--- src/rtl/core/tss_pkg.sv ---
// Shared types and constants of the triangular substitution solver.
`default_nettype none
package tss_pkg;

	// Default and hard cap on the dimension
	localparam int DIM_DEF = 16;
	localparam int DIM_CAP = 16;

	// Datapath widths
	localparam int Q_W   = 32;
	localparam int ACC_W = 64;
	localparam int RES_W = 48;
	localparam int TOL_W = 16;
	localparam int SZ_W  = 5;

	// Residual clamp, +-(2^47-1)
	localparam logic signed [ACC_W-1:0] RES_MAX = 64'sh0000_7FFF_FFFF_FFFF;
	localparam logic signed [ACC_W-1:0] RES_MIN = -64'sh0000_7FFF_FFFF_FFFF;

	// Command codes
	typedef enum logic [1:0] {
		FN_WR_MAT = 2'd0,
		FN_WR_VEC = 2'd1,
		FN_FWD    = 2'd2,
		FN_BWD    = 2'd3
	} func_t;

	// Configuration register indexes
	localparam logic REG_SIZE = 1'b0;
	localparam logic REG_TOL  = 1'b1;

	// Multiply-accumulate controls
	typedef struct packed {
		logic clr;
		logic mul;
		logic acc;
	} mac_ctl_t;

endpackage
`default_nettype wire

--- src/rtl/core/tss_mac.sv ---
// Multiply-accumulate unit: exact product, floor to Q16.16, 64-bit sum.
`default_nettype none
module tss_mac (
	input  wire                               clk,
	input  tss_pkg::mac_ctl_t                 ctl,
	input  wire logic signed [tss_pkg::Q_W-1:0]   a,
	input  wire logic signed [tss_pkg::Q_W-1:0]   b,
	output logic signed [tss_pkg::ACC_W-1:0]      acc
);
	import tss_pkg::*;

	logic signed [ACC_W-1:0] prod_s1;
	logic signed [ACC_W-1:0] acc_q;

	// product register, then arithmetic shift (floor) into the sum
	always_ff @(posedge clk) begin
		if (ctl.mul) begin
			prod_s1 <= ACC_W'(a) * ACC_W'(b);
		end
		if (ctl.clr) begin
			acc_q <= '0;
		end else if (ctl.acc) begin
			acc_q <= acc_q + (prod_s1 >>> 16);
		end
	end

	assign acc = acc_q;
endmodule
`default_nettype wire

--- config.mk ---
export PLATFORM = sky130hd
export DESIGN_NAME = tss_mac
export DESIGN_NICKNAME = d
export VERILOG_FILES = /design/src/rtl/core/tss_pkg.sv /design/src/rtl/core/tss_mac.sv
export SDC_FILE = /design/constraint.sdc
export NUM_CORES = 2
export LEC_CHECK = 0
export BUFFER_PORTS_ARGS = -buffer_cell sky130_fd_sc_hd__buf_2
export CORE_MARGIN = 3
export CORE_UTILIZATION = 26
export CTS_CLUSTER_DIAMETER = 200
export DETAILED_ROUTE_END_ITERATION = 10
export GPL_ROUTABILITY_DRIVEN = 0
export PLACE_DENSITY = 0.51
export SLEW_MARGIN = 40
export SYNTH_ARGS = -nofsm -noshare
export SYNTH_HDL_FRONTEND = slang
export SYNTH_SLANG_ARGS = --single-unit
export TNS_END_PERCENT = 5
--- constraint.sdc ---
create_clock -name clk -period 7.9 [get_ports clk]
set_input_delay 0.395 -clock clk [delete_from_list [all_inputs] [get_ports clk]]
set_output_delay 0.395 -clock clk [all_outputs]
set_load 0.01 [all_outputs]
# After elaboration in Yosys (flattened, before gate mapping)

Index checks and enable logic that the tools add are counted.

Word-level logic and storage cells: 4
Flip-flop bits (word level): 128
Bits of input ports: 68
ROM bits: 0
Bits in latches: 0
Output and inout bits: 64
Memories kept: 0
RAM bits: 0

Reduce and logical (&&, ||, !) cells: 0
$mul: 1
Bitwise logic cells: 0
$add $sub $neg: 1
Div/mod/pow operators: 0
Order comparisons: 0
Equality and inequality tests: 0
Shift-type cells: 0
Muxes and demuxes: 0

Operators with widths:

| kind                         | number |
|---|---|
| adder 64 x 48 -> 64 bit      | 1 |
| multiplier 32 x 32 -> 64 bit | 1 |

# Longest topological paths before layout

Depth after elaboration: 1
Mapped depth: 29

# Least setup slack after synthesis

OpenSTA, ideal clock, no wires.

Path kind: input to register
Start point: in a[31] in the netlist's numbering
End point: reg prod_s1[61] (data pin)
Required time: 7.641 ns
Setup slack: -0.055 ns
Library setup time: 0.259 ns
Cell stages on the path: 28
Arrival time: 7.696 ns
Path through: clkbuf_1 > nand2_1 > inv_1 > fa_1 > inv_1 > fa_1 > inv_1 > fa_1 > fa_1 > inv_1 > fa_1 > inv_1 > fa_1 > inv_1 > fa_1 > inv_1 > fa_1 > ha_1 > clkbuf_1 > nand4_1 > nor4_1 > nand2_1 > a21oi_1 > nor2b_1 > a211oi_2 > o21ai_2 > a41oi_1 > xnor2_1

Word-level cells in the longest chain between the ends: 1

RTL lines:

| item                         | RTL line      | text |
|---|---|---|
| from (decl)                  | tss_mac.sv:6  | `input wire logic signed [tss_pkg::Q_W-1:0] a,` |
| multiplier 32 x 32 -> 64 bit | tss_mac.sv:18 | `prod_s1 <= ACC_W'(a) * ACC_W'(b);` |
| to (signal assigned)         | tss_mac.sv:18 |  |
| to (decl)                    | tss_mac.sv:12 | `logic signed [ACC_W-1:0] prod_s1;` |

No other way between the ends.
A chain may end at the register's enable or synchronous reset.

# Final worst setup path

Start point: in b[9] in the netlist's numbering
End point: reg prod_s1[60] (data pin)

Word-level cells in the longest chain between the ends: 1

RTL lines:

| item                         | RTL line      | text |
|---|---|---|
| from (decl)                  | tss_mac.sv:7  | `input wire logic signed [tss_pkg::Q_W-1:0] b,` |
| multiplier 32 x 32 -> 64 bit | tss_mac.sv:18 |  |

No other way between the ends.

==> reports/summary.txt <==
status - finished, final reports clean
hold endpoint - acc[54]
fill count - 17.25k
Max stage delay on crit path - 0.53 ns
GR peak layer - met2
Syn. warnings - 0
initial core utilization - 26.28%
Mapped Cells - 4,613
drt first-iter violations - 1,731
initial antenna violation count - 22
crit-path most repeated cell - fa_1
worst-path maximum fanout - 11
actual slew at the worst max-slew pin - 0.8171 ns
CTS Buffer Depth - 2
Area Growth Syn to Fin - 11.51%
Clock Sink Count - 112
required time of the worst setup path - 8.16 ns
worst reg2reg path depth - 11
area leader, netlist - fa_1
DRC viols - 0
Worst R2R End - acc[47]
R2R setup slack - 3.97 ns
WL final - 121,900 um
worst skew pair latency - 0.38 ns
CP Buf/Inv Count - 10
Tmin final - 7.449 ns
worst hold start - ctl[0]
CP delay by family, top - adder cells
Antenna Violating Nets Remaining - 0
syn nets - 6,006
R2R Path Start - prod_s1[17]
post-synthesis sequential area ratio - 6.336%
cts bufs inserted - 9
Clock Skews - 0.01715 ns
M1 GR Usage - 21.91%
Syn Area/Cell - 9.315 um2
die height - 412.5 um
largest net degree at the start of global routing - 74
Max Fclk - 134.2 MHz
H-tree levels - 3
per-cell routed wire length - 17.53 um
Post-synth EDFFs - 48
Slew Viols, Final - 0
CP Class - primary input to flop
final hold violation count - 0
Max Cap Violations - 0
vias in the first global route - 33.13k
top_reg_cell synth - dfxtp_1
Seq cells post-synth - 112
mapped cell area - 42,970 um2
share of final-layout standard cells stronger than drive strength 1 - 8.669%
top post-synthesis cells by area - fa_1 50%, inv_1 8.8%, and2_1 7.2%, ha_1 7.1%, nand2_1 5.2%
met3 Track Usage GR - 2.002%
row cnt - 148
cts hold-fix bufs - 0
Core Box Area - 163,500 um2
most frequent cells in the layout - 1,081 x fa_1, 1,004 x inv_1, 592 x nand2_1, 492 x and2_1, 243 x ha_1
Startpoint Class - primary input
GRT met2 Usage - 23.01%
final period utilization - 94.29%
I/O Pins - 132
CTS tree - yes
Crit-path slowest cell - a2111oi_1
dpl hpwl - 108,300 um
RSZ-0062 raised after global routing - no
CTS root buffer - clkbuf_16
port bufs - 131
Clock transition at path regs - 0.09 ns
nets - 6,152
WP data arrival - 7.70 ns
most common cell after layout, fill and taps aside - fa_1
top-area cell type share of the netlist area - 50.41%
die width - 412.5 um
hold depth - 3
1st-pass router iterations - 5
Yosys cell types - 76
first-pass GRT wire length - 196,700 um
Slew Limit Headroom - 45.53%
total negative slack - 0 ns
All-Layer GR Usage - 14.66%
total grt overflow - 0
Die ar. - 170,200 um2
Synth async-reset ratio - 0%
vias - 30.59k
setup violators final - 0
Hold Crit Class - primary input to flop
CP endpoint kind - flop
CTS resizes - 0
vias per cell - 4.402
Post-CTS Setup Inserts - 0
[per-layer routing]
layer,wire length (um),vias up
met2,54050,576
met5,113,-
met4,1456,18
met1,59820,15890
met3,6409,77
li1,-,14040
[worst max path at each step]
stage | start | end | slack (ns) | depth (start not counted)
final | b[9] | prod_s1[60] | 0.45 | 29
after global routing | a[31] | prod_s1[61] | 0.11 | 27
after CTS | b[9] | prod_s1[60] | 0.42 | 29
after detailed placement | b[9] | prod_s1[60] | 0.009 | 29
after global placement | a[31] | prod_s1[61] | 0.03 | 27
after floorplan | a[31] | prod_s1[61] | 0.09 | 28
[logic make-up (layout without fill, tap and decap cells)]
group	after synthesis	in the layout	share of synthesized area, %
xor+xnor	102	102	2.079
simple gates	1376	1376	15.78
compound gates	420	420	6.627
fa+ha+maj	1325	1325	57.48
mux	34	34	0.7949
flops	112	112	6.336
other cells	0	11	0
buf+inv	1244	1395	10.89
[worst min-delay path: stages]
cell,delay [ns]
buf_2,0.25
nand3_1,0.13
a21oi_1,0.06
[state kept, by name, summed over array words and instances, names as in the netlist]
register and cells:
prod_s1 48, acc 64
[cells in the mapped netlist (4+ instances only)]
cell type  count
a21boi_0       6
nand3_1       23
nor2_1       132
o21ai_1       14
dfxtp_1       64
o21a_1        21
nand4_1       24
o21bai_1      18
nor3b_1        6
inv_1       1004
xnor2_1       69
a21oi_1      116
and2_1       492
nand3b_1       7
o21ai_0       52
xor2_1        33
a211o_1        8
fa_1        1082
buf_1          6
a41oi_1        5
mux2i_1       33
or3_1         10
nand2_1      592
a211oi_1      15
nor3_1        25
a21o_1        79
o211ai_1      10
o22ai_1        6
o221ai_1       6
a31oi_1       13
and3_1        12
nand2b_1      19
o31ai_1        6
nor2b_1       16
edfxtp_1      48
buf_2          9
a2111oi_0      6
ha_1         243
clkbuf_1     224
a311o_1        4
[through the flow]
step	area [um2]	cells	util (%)	hold WS, ns	setup WS [ns]
floorplan	42970	4613	-	0.4934	0.08687
global placement	47550	6923	29.08	0.4736	0.02645
detailed placement	47560	6923	29.08	0.4933	0.009411
CTS	47890	6939	29.29	0.4772	0.4162
global route	47900	6944	29.30	0.5279	0.1069
finish	47920	6950	29.30	0.4951	0.4510
[layout make-up]
class | instances | area [um2] | area share, %
Inverter | 1005 | 3772 | 7.873
Clock inverter | 6 | 80.08 | 0.1671
Antenna cell | 11 | 27.53 | 0.05745
Timing Repair Buffer | 374 | 2774 | 5.789
Sequential cell | 112 | 2723 | 5.682
Tap cell | 2175 | 2721 | 5.679
Multi-Input combinational cell | 3257 | 35570 | 74.23
Clock buffer | 10 | 250.2 | 0.5222
Power is left out: the tool's default activity adds up to more than one toggle a clock period on the data nets, which glitch-free logic cannot reach.
