[src/rtl/core/tss_pkg.sv]
// Shared types and constants of the triangular substitution solver.
`default_nettype none
package tss_pkg;

	// Default and hard cap on the dimension
	localparam int DIM_DEF = 16;
	localparam int DIM_CAP = 16;

	// Datapath widths
	localparam int Q_W   = 32;
	localparam int ACC_W = 64;
	localparam int RES_W = 48;
	localparam int TOL_W = 16;
	localparam int SZ_W  = 5;

	// Residual clamp, +-(2^47-1)
	localparam logic signed [ACC_W-1:0] RES_MAX = 64'sh0000_7FFF_FFFF_FFFF;
	localparam logic signed [ACC_W-1:0] RES_MIN = -64'sh0000_7FFF_FFFF_FFFF;

	// Command codes
	typedef enum logic [1:0] {
		FN_WR_MAT = 2'd0,
		FN_WR_VEC = 2'd1,
		FN_FWD    = 2'd2,
		FN_BWD    = 2'd3
	} func_t;

	// Configuration register indexes
	localparam logic REG_SIZE = 1'b0;
	localparam logic REG_TOL  = 1'b1;

	// Multiply-accumulate controls
	typedef struct packed {
		logic clr;
		logic mul;
		logic acc;
	} mac_ctl_t;

endpackage
`default_nettype wire

[src/rtl/core/tss_div.sv]
// Bit-serial signed divider: residual * 2^16 / pivot, truncated, saturated.
`default_nettype none
module tss_div (
	input  wire                                   clk,
	input  wire                                   arst_n,
	input  wire                                   start,
	input  wire logic signed [tss_pkg::RES_W-1:0] resid,
	input  wire logic signed [tss_pkg::Q_W-1:0]   pivot,
	output logic                                  done,
	output logic signed [tss_pkg::Q_W-1:0]        quo
);
	import tss_pkg::*;

	localparam int DV_W = RES_W + 15;	// magnitude of resid << 16

	logic [Q_W:0]       rem_q;
	logic [DV_W-1:0]    quo_q;
	logic [Q_W-1:0]     dvs_q;
	logic               neg_q;
	logic [5:0]         cnt_q;
	logic               busy_q;
	logic               fin_q;
	logic [RES_W-1:0]   res_abs;
	logic [Q_W:0]       shv;
	logic [Q_W:0]       dvs_ext;

	assign res_abs = resid[RES_W-1] ? RES_W'(-resid) : RES_W'(resid);
	assign shv     = {rem_q[Q_W-1:0], quo_q[DV_W-1]};
	assign dvs_ext = {1'b0, dvs_q};

	// control
	always_ff @(posedge clk or negedge arst_n) begin
		if (!arst_n) begin
			busy_q <= 1'b0;
			fin_q  <= 1'b0;
			cnt_q  <= '0;
		end else begin
			fin_q <= 1'b0;
			if (start) begin
				busy_q <= 1'b1;
				cnt_q  <= 6'(DV_W - 1);
			end else if (busy_q) begin
				if (cnt_q == '0) begin
					busy_q <= 1'b0;
					fin_q  <= 1'b1;
				end else begin
					cnt_q <= cnt_q - 6'd1;
				end
			end
		end
	end

	// restoring division, one quotient bit a cycle
	always_ff @(posedge clk) begin
		if (start) begin
			rem_q <= '0;
			quo_q <= {res_abs[RES_W-2:0], 16'b0};
			dvs_q <= Q_W'(pivot[Q_W-1] ? -pivot : pivot);
			neg_q <= resid[RES_W-1] ^ pivot[Q_W-1];
		end else if (busy_q) begin
			if (shv >= dvs_ext) begin
				rem_q <= shv - dvs_ext;
				quo_q <= {quo_q[DV_W-2:0], 1'b1};
			end else begin
				rem_q <= shv;
				quo_q <= {quo_q[DV_W-2:0], 1'b0};
			end
		end
	end

	// sign and saturation
	always_comb begin
		if (!neg_q) begin
			if (quo_q > DV_W'(32'h7FFF_FFFF)) quo = 32'sh7FFF_FFFF;
			else quo = Q_W'(quo_q[Q_W-1:0]);
		end else begin
			if (quo_q > DV_W'(32'h8000_0000)) quo = 32'sh8000_0000;
			else quo = Q_W'(-quo_q[Q_W-1:0]);
		end
	end

	assign done = fin_q;
endmodule
`default_nettype wire

[config.mk]
export PLATFORM = sky130hd
export DESIGN_NAME = tss_div
export DESIGN_NICKNAME = d
export VERILOG_FILES = /design/src/rtl/core/tss_pkg.sv /design/src/rtl/core/tss_div.sv
export SDC_FILE = /design/constraint.sdc
export NUM_CORES = 1
export LEC_CHECK = 0
export BUFFER_PORTS_ARGS = -buffer_cell sky130_fd_sc_hd__buf_2
export CORE_MARGIN = 2
export CORE_UTILIZATION = 54
export DETAILED_ROUTE_END_ITERATION = 16
export PLACE_DENSITY = 0.85
export REMOVE_ABC_BUFFERS = 1
export SYNTH_ARGS = -nofsm -noshare
export SYNTH_HDL_FRONTEND = slang
export SYNTH_SLANG_ARGS = --single-unit
[constraint.sdc]
create_clock -name clk -period 3.45 [get_ports clk]
set_input_delay 0.5175 -clock clk [delete_from_list [all_inputs] [get_ports clk]]
set_output_delay 0.5175 -clock clk [all_outputs]
set_load 0.005 [all_outputs]
# Word-level counts from Yosys, hierarchy flattened
# Index checks and enable logic that the tools add are counted.
dict set report totals {
  regBits 136
  input_bits 83
}
dict set report classes {
  addsub 5
  order_cmp 3
  n_eq_ne 1
  muxes 18
  bitwise_logic 1
  reduce_logical 3
}
# operator count
set ops {}
lappend ops {{two-way mux 32 bit} 4}
lappend ops {{two-way mux 63 bit} 2}
lappend ops {{negator 32 bit} 2}
lappend ops {{> comparator 63 x 31 -> 1 bit (second input constant)} 1}
lappend ops {{> comparator 63 x 32 -> 1 bit (second input constant)} 1}
lappend ops {{two-way mux 47 bit} 1}
lappend ops {{negator 47 bit} 1}
lappend ops {{greater-or-equal comparator 33 x 32 -> 1 bit} 1}
lappend ops {{subtractor 32 bit} 1}
lappend ops {{two-way mux 31 bit} 1}
lappend ops {{two-way mux 6 bit} 3}
lappend ops {{two-way mux 1 bit} 7}
lappend ops {{zero test 6 bit} 1}
lappend ops {{subtractor 6 x 1 -> 6 bit (second input constant)} 1}
lappend ops {{inequality test 2 bit (second input constant)} 1}
lappend ops {{AND reduction 2 bit} 1}
lappend ops {{nonzero test 2 bit} 1}
lappend ops {{bitwise XOR 1 bit} 1}

# Logic depth before layout (Yosys ltp)
# Gate-level depths: netlist of run 1.
dict set report depth {
  ltp_word 4
  mapped_depth 14
}

# Worst setup path after synthesis of run 1
# No wires, ideal clock.
dict set report synth_path {
  path_kind {in2reg}
  startpoint {in pivot[6] (netlist name)}
  endpoint {reg dvs_q[29] (data pin)}
  setup_time_ps 263
  t_arrival_ps 3538
  path_slack_ps -350
  path_stages 8
  cell_sequence {or4_4 or3_1 or4_4 or4_1 or4_4 or4_4 o41ai_2 xnor2_1}
}
dict set report synth_via {
  elab_chain_len 2
}
# item line_no
set synth_rtl {}
lappend synth_rtl {{start: declaration} tss_div.sv:8} ;# input wire logic signed [tss_pkg::Q_W-1:0] pivot,
lappend synth_rtl {{negator 32 bit} tss_div.sv:58} ;# dvs_q <= Q_W'(pivot[Q_W-1] ? -pivot : pivot);
lappend synth_rtl {{two-way mux 31 bit} tss_div.sv:58}
lappend synth_rtl {{end signal: assignment} tss_div.sv:58}
lappend synth_rtl {{end: declaration} tss_div.sv:18} ;# logic [Q_W-1:0] dvs_q;
# Every way passes these cells.
# A chain may end at the register's enable or synchronous reset.

# Final worst setup path of run 1
dict set report layout_path {
  startpoint {reg quo_q[8]}
  endpoint {out quo[29] (netlist name)}
}
dict set report layout_via {
  elab_chain_len 3
}
# item line_no
set layout_rtl {}
lappend layout_rtl {{start: declaration} tss_div.sv:17} ;# logic [DV_W-1:0] quo_q;
lappend layout_rtl {{start signal: assignment} tss_div.sv:57} ;# quo_q <= {res_abs[RES_W-2:0], 16'b0};
lappend layout_rtl {{start signal: assignment} tss_div.sv:63} ;# quo_q <= {quo_q[DV_W-2:0], 1'b1};
lappend layout_rtl {{start signal: assignment} tss_div.sv:66} ;# quo_q <= {quo_q[DV_W-2:0], 1'b0};
lappend layout_rtl {{> comparator 63 x 31 -> 1 bit (tied with other cells)} tss_div.sv:74} ;# if (quo_q > DV_W'(32'h7FFF_FFFF)) quo = 32'sh7FFF_FFFF;
lappend layout_rtl {{two-way mux 32 bit, on equally long branches} {tss_div.sv:74, tss_div.sv:77}}
lappend layout_rtl {{two-way mux 32 bit *} tss_div.sv:73} ;# if (!neg_q) begin
lappend layout_rtl {{end: declaration} tss_div.sv:10} ;# output logic signed [tss_pkg::Q_W-1:0] quo
# Every way passes the cells marked *; elsewhere a longest branch is shown, timed or not.

==> qor.txt, run 1 <==
Final Skew: 0.00867 ns
Clock Tree Buf Depth: 2
Post-DP HPWL: 18.6 mm
syn_area_per_cell: 8.57 um2
r2r worst-path depth: 12
Main synth FF type: edfxtp_1
I/O Pins: 116
TritonCTS clock tree: built
PortBufs: 115
Starting DRT DRC Count: 1,144
DR vias: 10.2k
WS Path Type: register to primary output
ANT nets after route: 0
Layout Cells excl Fill: 1,564
GRT Resource Usage Total: 27.8%
Final Hold Viols: 0
grt ovf: 0
Post-synth EDFFs: 80
initial antenna violation count: 1
Worst Min Path Start: pivot[0]
VDD IR max: 0.000410 V
GP Congestion: 0.915
H-tree levels: 4
number of max-cap violations: 0
DRC viols: 0
core footprint: 0.0178 mm2
top cells by area, synth: edfxtp_1, dfxtp_1, xnor2_1, ha_1, nand2_1
slew margin rel.: 29.0%
final core occ: 70.6%
post-synth top area cell: edfxtp_1
hold slack: 0.380 ns
kind of end point of the critical path: primary output
slowest CP cell: o41ai_4
overall die height: 138 um
Post-Syn Area: 0.00974 mm2
worst r2r dst: rem_q[31]
pre-CTS WS: -0.623 ns
Die ar.: 0.0191 mm2
DR vias/cell: 6.50
first-pass GRT wire length: 44.2 mm
Worst Hold End: dvs_q[0]
status: finished, violations left
pwr dens: 600 mW/mm2
crit path time final: 4.29 ns
fmax: 0.233 GHz
Final Slew Violations: 0
vias in the first global route: 9,245
Setup-failing EPs final: 37
Placed Area: 0.0111 mm2
FP Rows: 49
period utilisation layout: 124%
Post-synth top cells: nand2_1, nor2_1, a21oi_1, xnor2_1, edfxtp_1
Starting Density: 54.6%
final worst slack: -0.835 ns
Slew @ Worst Pin: 1.07 ns
flop-to-flop setup slack: 0.09 ns
nets: 1,443
top-area cell type share of the netlist area: 24.7%
Ys Warns: 0
hold path depth: 2
Worst-Skew Late Latency: 0.43 ns
largest net degree at the start of global routing: 84
DP Cell Count: 1,512
final WL: 31.1 mm
Critical Path RT: 2.93 ns
Final Cell Area: 0.0126 mm2
layout cell share with drive strength beyond 1: 27.5%
Root Buffer: clkbuf_16
Seq/Total Area, Yosys: 36.6%
Worst setup SP type: register
WL/cell: 19.9 um
Initial DRT Pass Iterations: 6
type of the most critical hold path: input pin to register
Leak: 5.30 nW
r2r startpoint: dvs_q[3]
async set-reset flop share out of synthesis: 5.88%
failing checks: negative setup slack
crit-path cells: nor4_4 > buf_4 > buf_4 > nand4_1 > nor4b_4 > nand4_1 > o41ai_4 > nand2_2 > clkinv_4 > nand2_8 > buf_8 > o311ai_4 > buf_2
Syn-to-layout area delta: 29.2%
CTS Buf Count: 17
worst-path fanout max: 5
chip width: 138 um
clk slew on worst S/H paths: 0.06 ns
Mapped Cells: 1,137
CP peak stage delay: 0.48 ns
fillcell total: 1,190
crit path DAT: 3.77 ns
FF+latch count, synth: 136
post-synth cell types: 62
most frequent cell after synthesis: nand2_1
clock sinks: 136
RSZ-0062 raised after global routing: true
-- registers in the layout, summed over array words and instances, names as in the netlist --
signal	cells
quo_q	63
dvs_q	32
rem_q	32
cnt_q	6
busy_q	1
done	1
neg_q	1
-- report_power, final --
group	switching [W]	leakage (nW)	internal, W
Combinational	0.00194	3.71	0.00151
Sequential	0.000283	1.31	0.00204
Clock	0.000729	0.280	0.00104
-- cell type report --
class | instances | area (um2) | share of cell area (%)
Antenna cell | 1 | 2.50 | 0.0199
Clock buffer | 23 | 510 | 4.06
Clock inverter | 9 | 62.6 | 0.497
Inverter | 69 | 264 | 2.10
Multi-Input combinational cell | 866 | 6310 | 50.1
Sequential cell | 136 | 3570 | 28.3
Tap cell | 229 | 287 | 2.28
Timing Repair Buffer | 231 | 1580 | 12.6
-- per-stage QoR --
stage,setup TNS [ns],total power (W)
after global routing,-22.64,0.00794
after floorplan,-100.66,0.00434
after detailed placement,-8.75,0.00538
final,-21.07,0.00755
after global placement,-6.43,0.00527
after CTS,-8.19,0.00723
-- cells in the final DEF, fill, tap and decap left out, types with 22 or more instances in the layout --
| cell type | instances |
|---|---|
| nor3_1 | 25 |
| mux2i_1 | 25 |
| edfxtp_1 | 80 |
| nor2_1 | 92 |
| a211oi_1 | 22 |
| dfxtp_1 | 46 |
| nand2_1 | 103 |
| ha_1 | 38 |
| xnor2_1 | 82 |
| a22o_1 | 42 |
| inv_1 | 67 |
| o31ai_1 | 25 |
| o21ai_0 | 53 |
| buf_2 | 112 |
| a21oi_1 | 64 |
| buf_4 | 103 |
-- kinds of logic after synthesis --
logic type,after synthesis,synth area share (%)
AO/OA/AOI/OAI,319,21.9
AND/OR/NAND/NOR,378,19.1
XOR/XNOR,102,9.17
multiplexers,28,2.92
flip-flops,136,36.6
buffers and inverters,135,5.21
adder cells (fa/ha/maj),39,5.09
-- timing repair --
| item | CTS | global route |
|---|---|---|
| endpoints found under the hold margin | 8 | 0 |
| hold buffers | 1 | 0 |
| gates resized for setup | 61 | 101 |
| setup buffers | 6 | 9 |
| cloned | 0 | 3 |
| pin swaps | 14 | 34 |
| setup endpoints to repair | 41 | 65 |
-- how the worst max path moves through the flow --
stage / startpoint / slack, ns / end
6_report: quo_q[8] / -0.84 / quo[29]
3_3_place_gp: pivot[6] / -0.57 / dvs_q[29]
5_1_grt: quo_q[8] / -0.86 / quo[29]
3_5_place_dp: pivot[6] / -0.62 / dvs_q[29]
2_1_floorplan: dvs_q[14] / -2.67 / rem_q[12]
4_1_cts: quo_q[15] / -0.35 / quo[29]
-- layer usage --
layer  global-route usage, %  vias up  part of all wire, %
li1                        -     4544                    -
met1                    34.3     4782                   38
met2                    47.8      690                   48
met3                    4.99      154                  8.2
met4                    12.2        0                  4.9
met5                       0        -                    0
-- critical path, delay by kind of cell, from the launching register on --
| family | cells | cell delay [ns] |
|---|---|---|
| AO/OA/AOI/OAI | 2 | 0.81 |
| buffers and inverters | 5 | 0.79 |
| flip-flops | 1 | 0.33 |
| AND/OR/NAND/NOR | 6 | 1.40 |
Power figures use the tool's default switching activity.
==> run 2: changes to the inputs <==
--- a/config.mk
+++ b/config.mk
@@ -6,9 +6,11 @@
 export NUM_CORES = 1
 export LEC_CHECK = 0
 export BUFFER_PORTS_ARGS = -buffer_cell sky130_fd_sc_hd__buf_2
+export CAP_MARGIN = 20
 export CORE_MARGIN = 2
 export CORE_UTILIZATION = 54
 export DETAILED_ROUTE_END_ITERATION = 16
+export MAX_ROUTING_LAYER = met4
 export PLACE_DENSITY = 0.85
 export REMOVE_ABC_BUFFERS = 1
 export SYNTH_ARGS = -nofsm -noshare
==> run 2 against run 1 <==
  * The flow still finishes with violations (negative setup slack)
  * Cell area fell by 1.9%
  * Global-route usage increased by 1.1 points
  * Critical path type unchanged
  * Clock power up 9%
  * Flip-flop and latch count unchanged
  * Cell count shrank 0.51%
  * Critical endpoint is now quo[31]
  * Critical path depth shrank 2
  * Largest cell class unchanged
  * Wire length fell by 9.9%
  * Clock-buffer cell count shrank 1
==> qor.txt, run 2 (synthesis gave the netlist of run 1 again) <==
H-tree levels: 4
Placed Area: 0.0111 mm2
Tot Pwr: 0.00760 W
type of the most critical hold path: input pin to register
Critical Path RT: 2.93 ns
Die ar.: 0.0191 mm2
initial antenna violation count: 1
pwr dens: 616 mW/mm2
Final Slew Violations: 0
first-pass GRT wire length: 44.5 mm
I/O Pins: 116
VDD IR max: 0.000408 V
worst-path fanout max: 3
GRT Resource Usage Total: 28.9%
r2r worst-path depth: 12
layout cell share with drive strength beyond 1: 24.8%
crit path time final: 3.93 ns
final WL: 28.0 mm
TritonCTS clock tree: built
Final Skew: 0.00716 ns
hold path depth: 2
Worst Hold End: dvs_q[0]
slowest CP cell: or4_1
WP buf/inv: 2
nets: 1,434
DRC viols: 0
chip width: 138 um
Starting Density: 54.6%
failing checks: negative setup slack
Worst setup SP type: register
DR vias/cell: 6.24
Multi-input gate area: 0.00613 mm2
slew margin rel.: 43.9%
Slew @ Worst Pin: 0.841 ns
ANT nets after route: 0
period utilisation layout: 114%
Starting DRT DRC Count: 1,063
vias in the first global route: 9,116
Worst Min Path Start: pivot[0]
WS Path Type: register to primary output
Leak: 5.23 nW
cell class contributing the biggest share of worst-path delay: simple AND/OR/NAND/NOR gates
Setup-failing EPs final: 37
DR vias: 9,706
Top Registers: quo_q x63, dvs_q x32, rem_q x32
status: finished, violations left
number of max-cap violations: 0
crit-path cells: nor4_1 > buf_4 > nand4_1 > or4_1 > nor3_2 > nand4b_1 > or3_4 > nor3_2 > xor2_1 > a21boi_2 > buf_2
fillcell total: 1,277
Final Hold Viols: 0
final worst slack: -0.485 ns
grt ovf: 0
FF/Latch Area: 0.00357 mm2
leading cell type in the layout, fill and taps excluded: nand2_1
fmax: 0.254 GHz
flop-to-flop setup slack: 0.09 ns
Largest Register: quo_q
CTS Buf Count: 17
final core occ: 69.2%
Clock Tree Buf Depth: 2
Root Buffer: clkbuf_16
Final Cell Area: 0.0123 mm2
WL/cell: 18.0 um
FP Rows: 49
crit path DAT: 3.42 ns
PortBufs: 115
worst r2r dst: rem_q[31]
hold slack: 0.367 ns
most frequent cells in the layout: nand2_1, buf_2, buf_4
overall die height: 138 um
clk slew on worst S/H paths: 0.06 ns
largest net degree at the start of global routing: 74
max reg flops: 63
clock sinks: 136
Syn-to-layout area delta: 26.7%
Initial DRT Pass Iterations: 5
kind of end point of the critical path: primary output
core footprint: 0.0178 mm2
Post-DP HPWL: 18.8 mm
r2r startpoint: dvs_q[3]
Worst-Skew Late Latency: 0.43 ns
RSZ-0062 raised after global routing: true
CP peak stage delay: 0.47 ns
cell mode on critical path: nor3_2
GP Congestion: 0.939
[run 2: changes by cell type in the layout (fill, tap and decap cells not counted), moves of 3 or more]
cell and change:
a21oi_1 +13, a21oi_2 -12, nand2_1 +11, nand2_4 -10, buf_4 -5, o21ai_1 +5, bufinv_16 +3, clkbuf_16 -3
inv_4 +3, o21ai_2 -3, o21ai_4 -3
[run 2: layer usage]
layer  GRT usage, %  vias to the layer above  share of wire [%]
li1               -                     4535                  -
met1           35.6                     4558                 40
met2           47.6                      524                 50
met3           4.36                       89                7.1
met4           12.2                        0                3.1
met5              -                        -                  0
[run 2: what timing repair did]
action / in CTS / in global routing
hold buffers: 1 / 0
endpoints found under the setup margin: 42 / 68
hold endpoints to repair: 8 / 0
gates resized for setup: 63 / 49
buffers inserted: 6 / 4
gates cloned: 0 / 0
pin swaps: 9 / 12
[run 2: report_power, final]
group          internal, W  switching (W)
clock              0.00122       0.000714
sequential         0.00204       0.000261
combinational      0.00152        0.00185
total              0.00477        0.00282
[run 2: through the flow]
step	std cells	TNS (ns)	setup WS [ns]
finish	1556	-10.17	-0.485
global route	1555	-15.48	-0.609
CTS	1550	-10.22	-0.436
detailed placement	1511	-10.65	-0.631
global placement	1511	-6.23	-0.564
floorplan	1071	-100.66	-2.67
[run 2: final cells by class]
type,count,share of cell area (%)
clock buffer,22,3.93
antenna,2,0.0405
inverter,69,2.12
sequential,136,28.9
multi-input combinational,866,49.7
timing repair buffer,222,11.9
clock inverter,10,1.13
tap,229,2.32
[run 2: worst max-delay path by stage]
stage / start / to / slack [ns] / cells after the start
global route: quo_q[6] / quo[31] / -0.61 / 11
global placement: pivot[6] / dvs_q[29] / -0.56 / 9
detailed placement: pivot[6] / dvs_q[29] / -0.63 / 9
floorplan: dvs_q[14] / rem_q[12] / -2.67 / 11
finish: quo_q[6] / quo[31] / -0.48 / 11
CTS: quo_q[15] / quo[29] / -0.44 / 11
[run 2: worst register-to-register path: stages (launching register included)]
cell       delay [ns]
edfxtp_1         0.32
inv_1            0.05
ha_1             0.36
nand3_1          0.17
o21bai_1         0.29
a211oi_2         0.35
o2111ai_2        0.22
a31oi_1          0.22
buf_4            0.16
a311oi_4         0.15
buf_4            0.23
or4_1            0.46
a32o_1           0.26
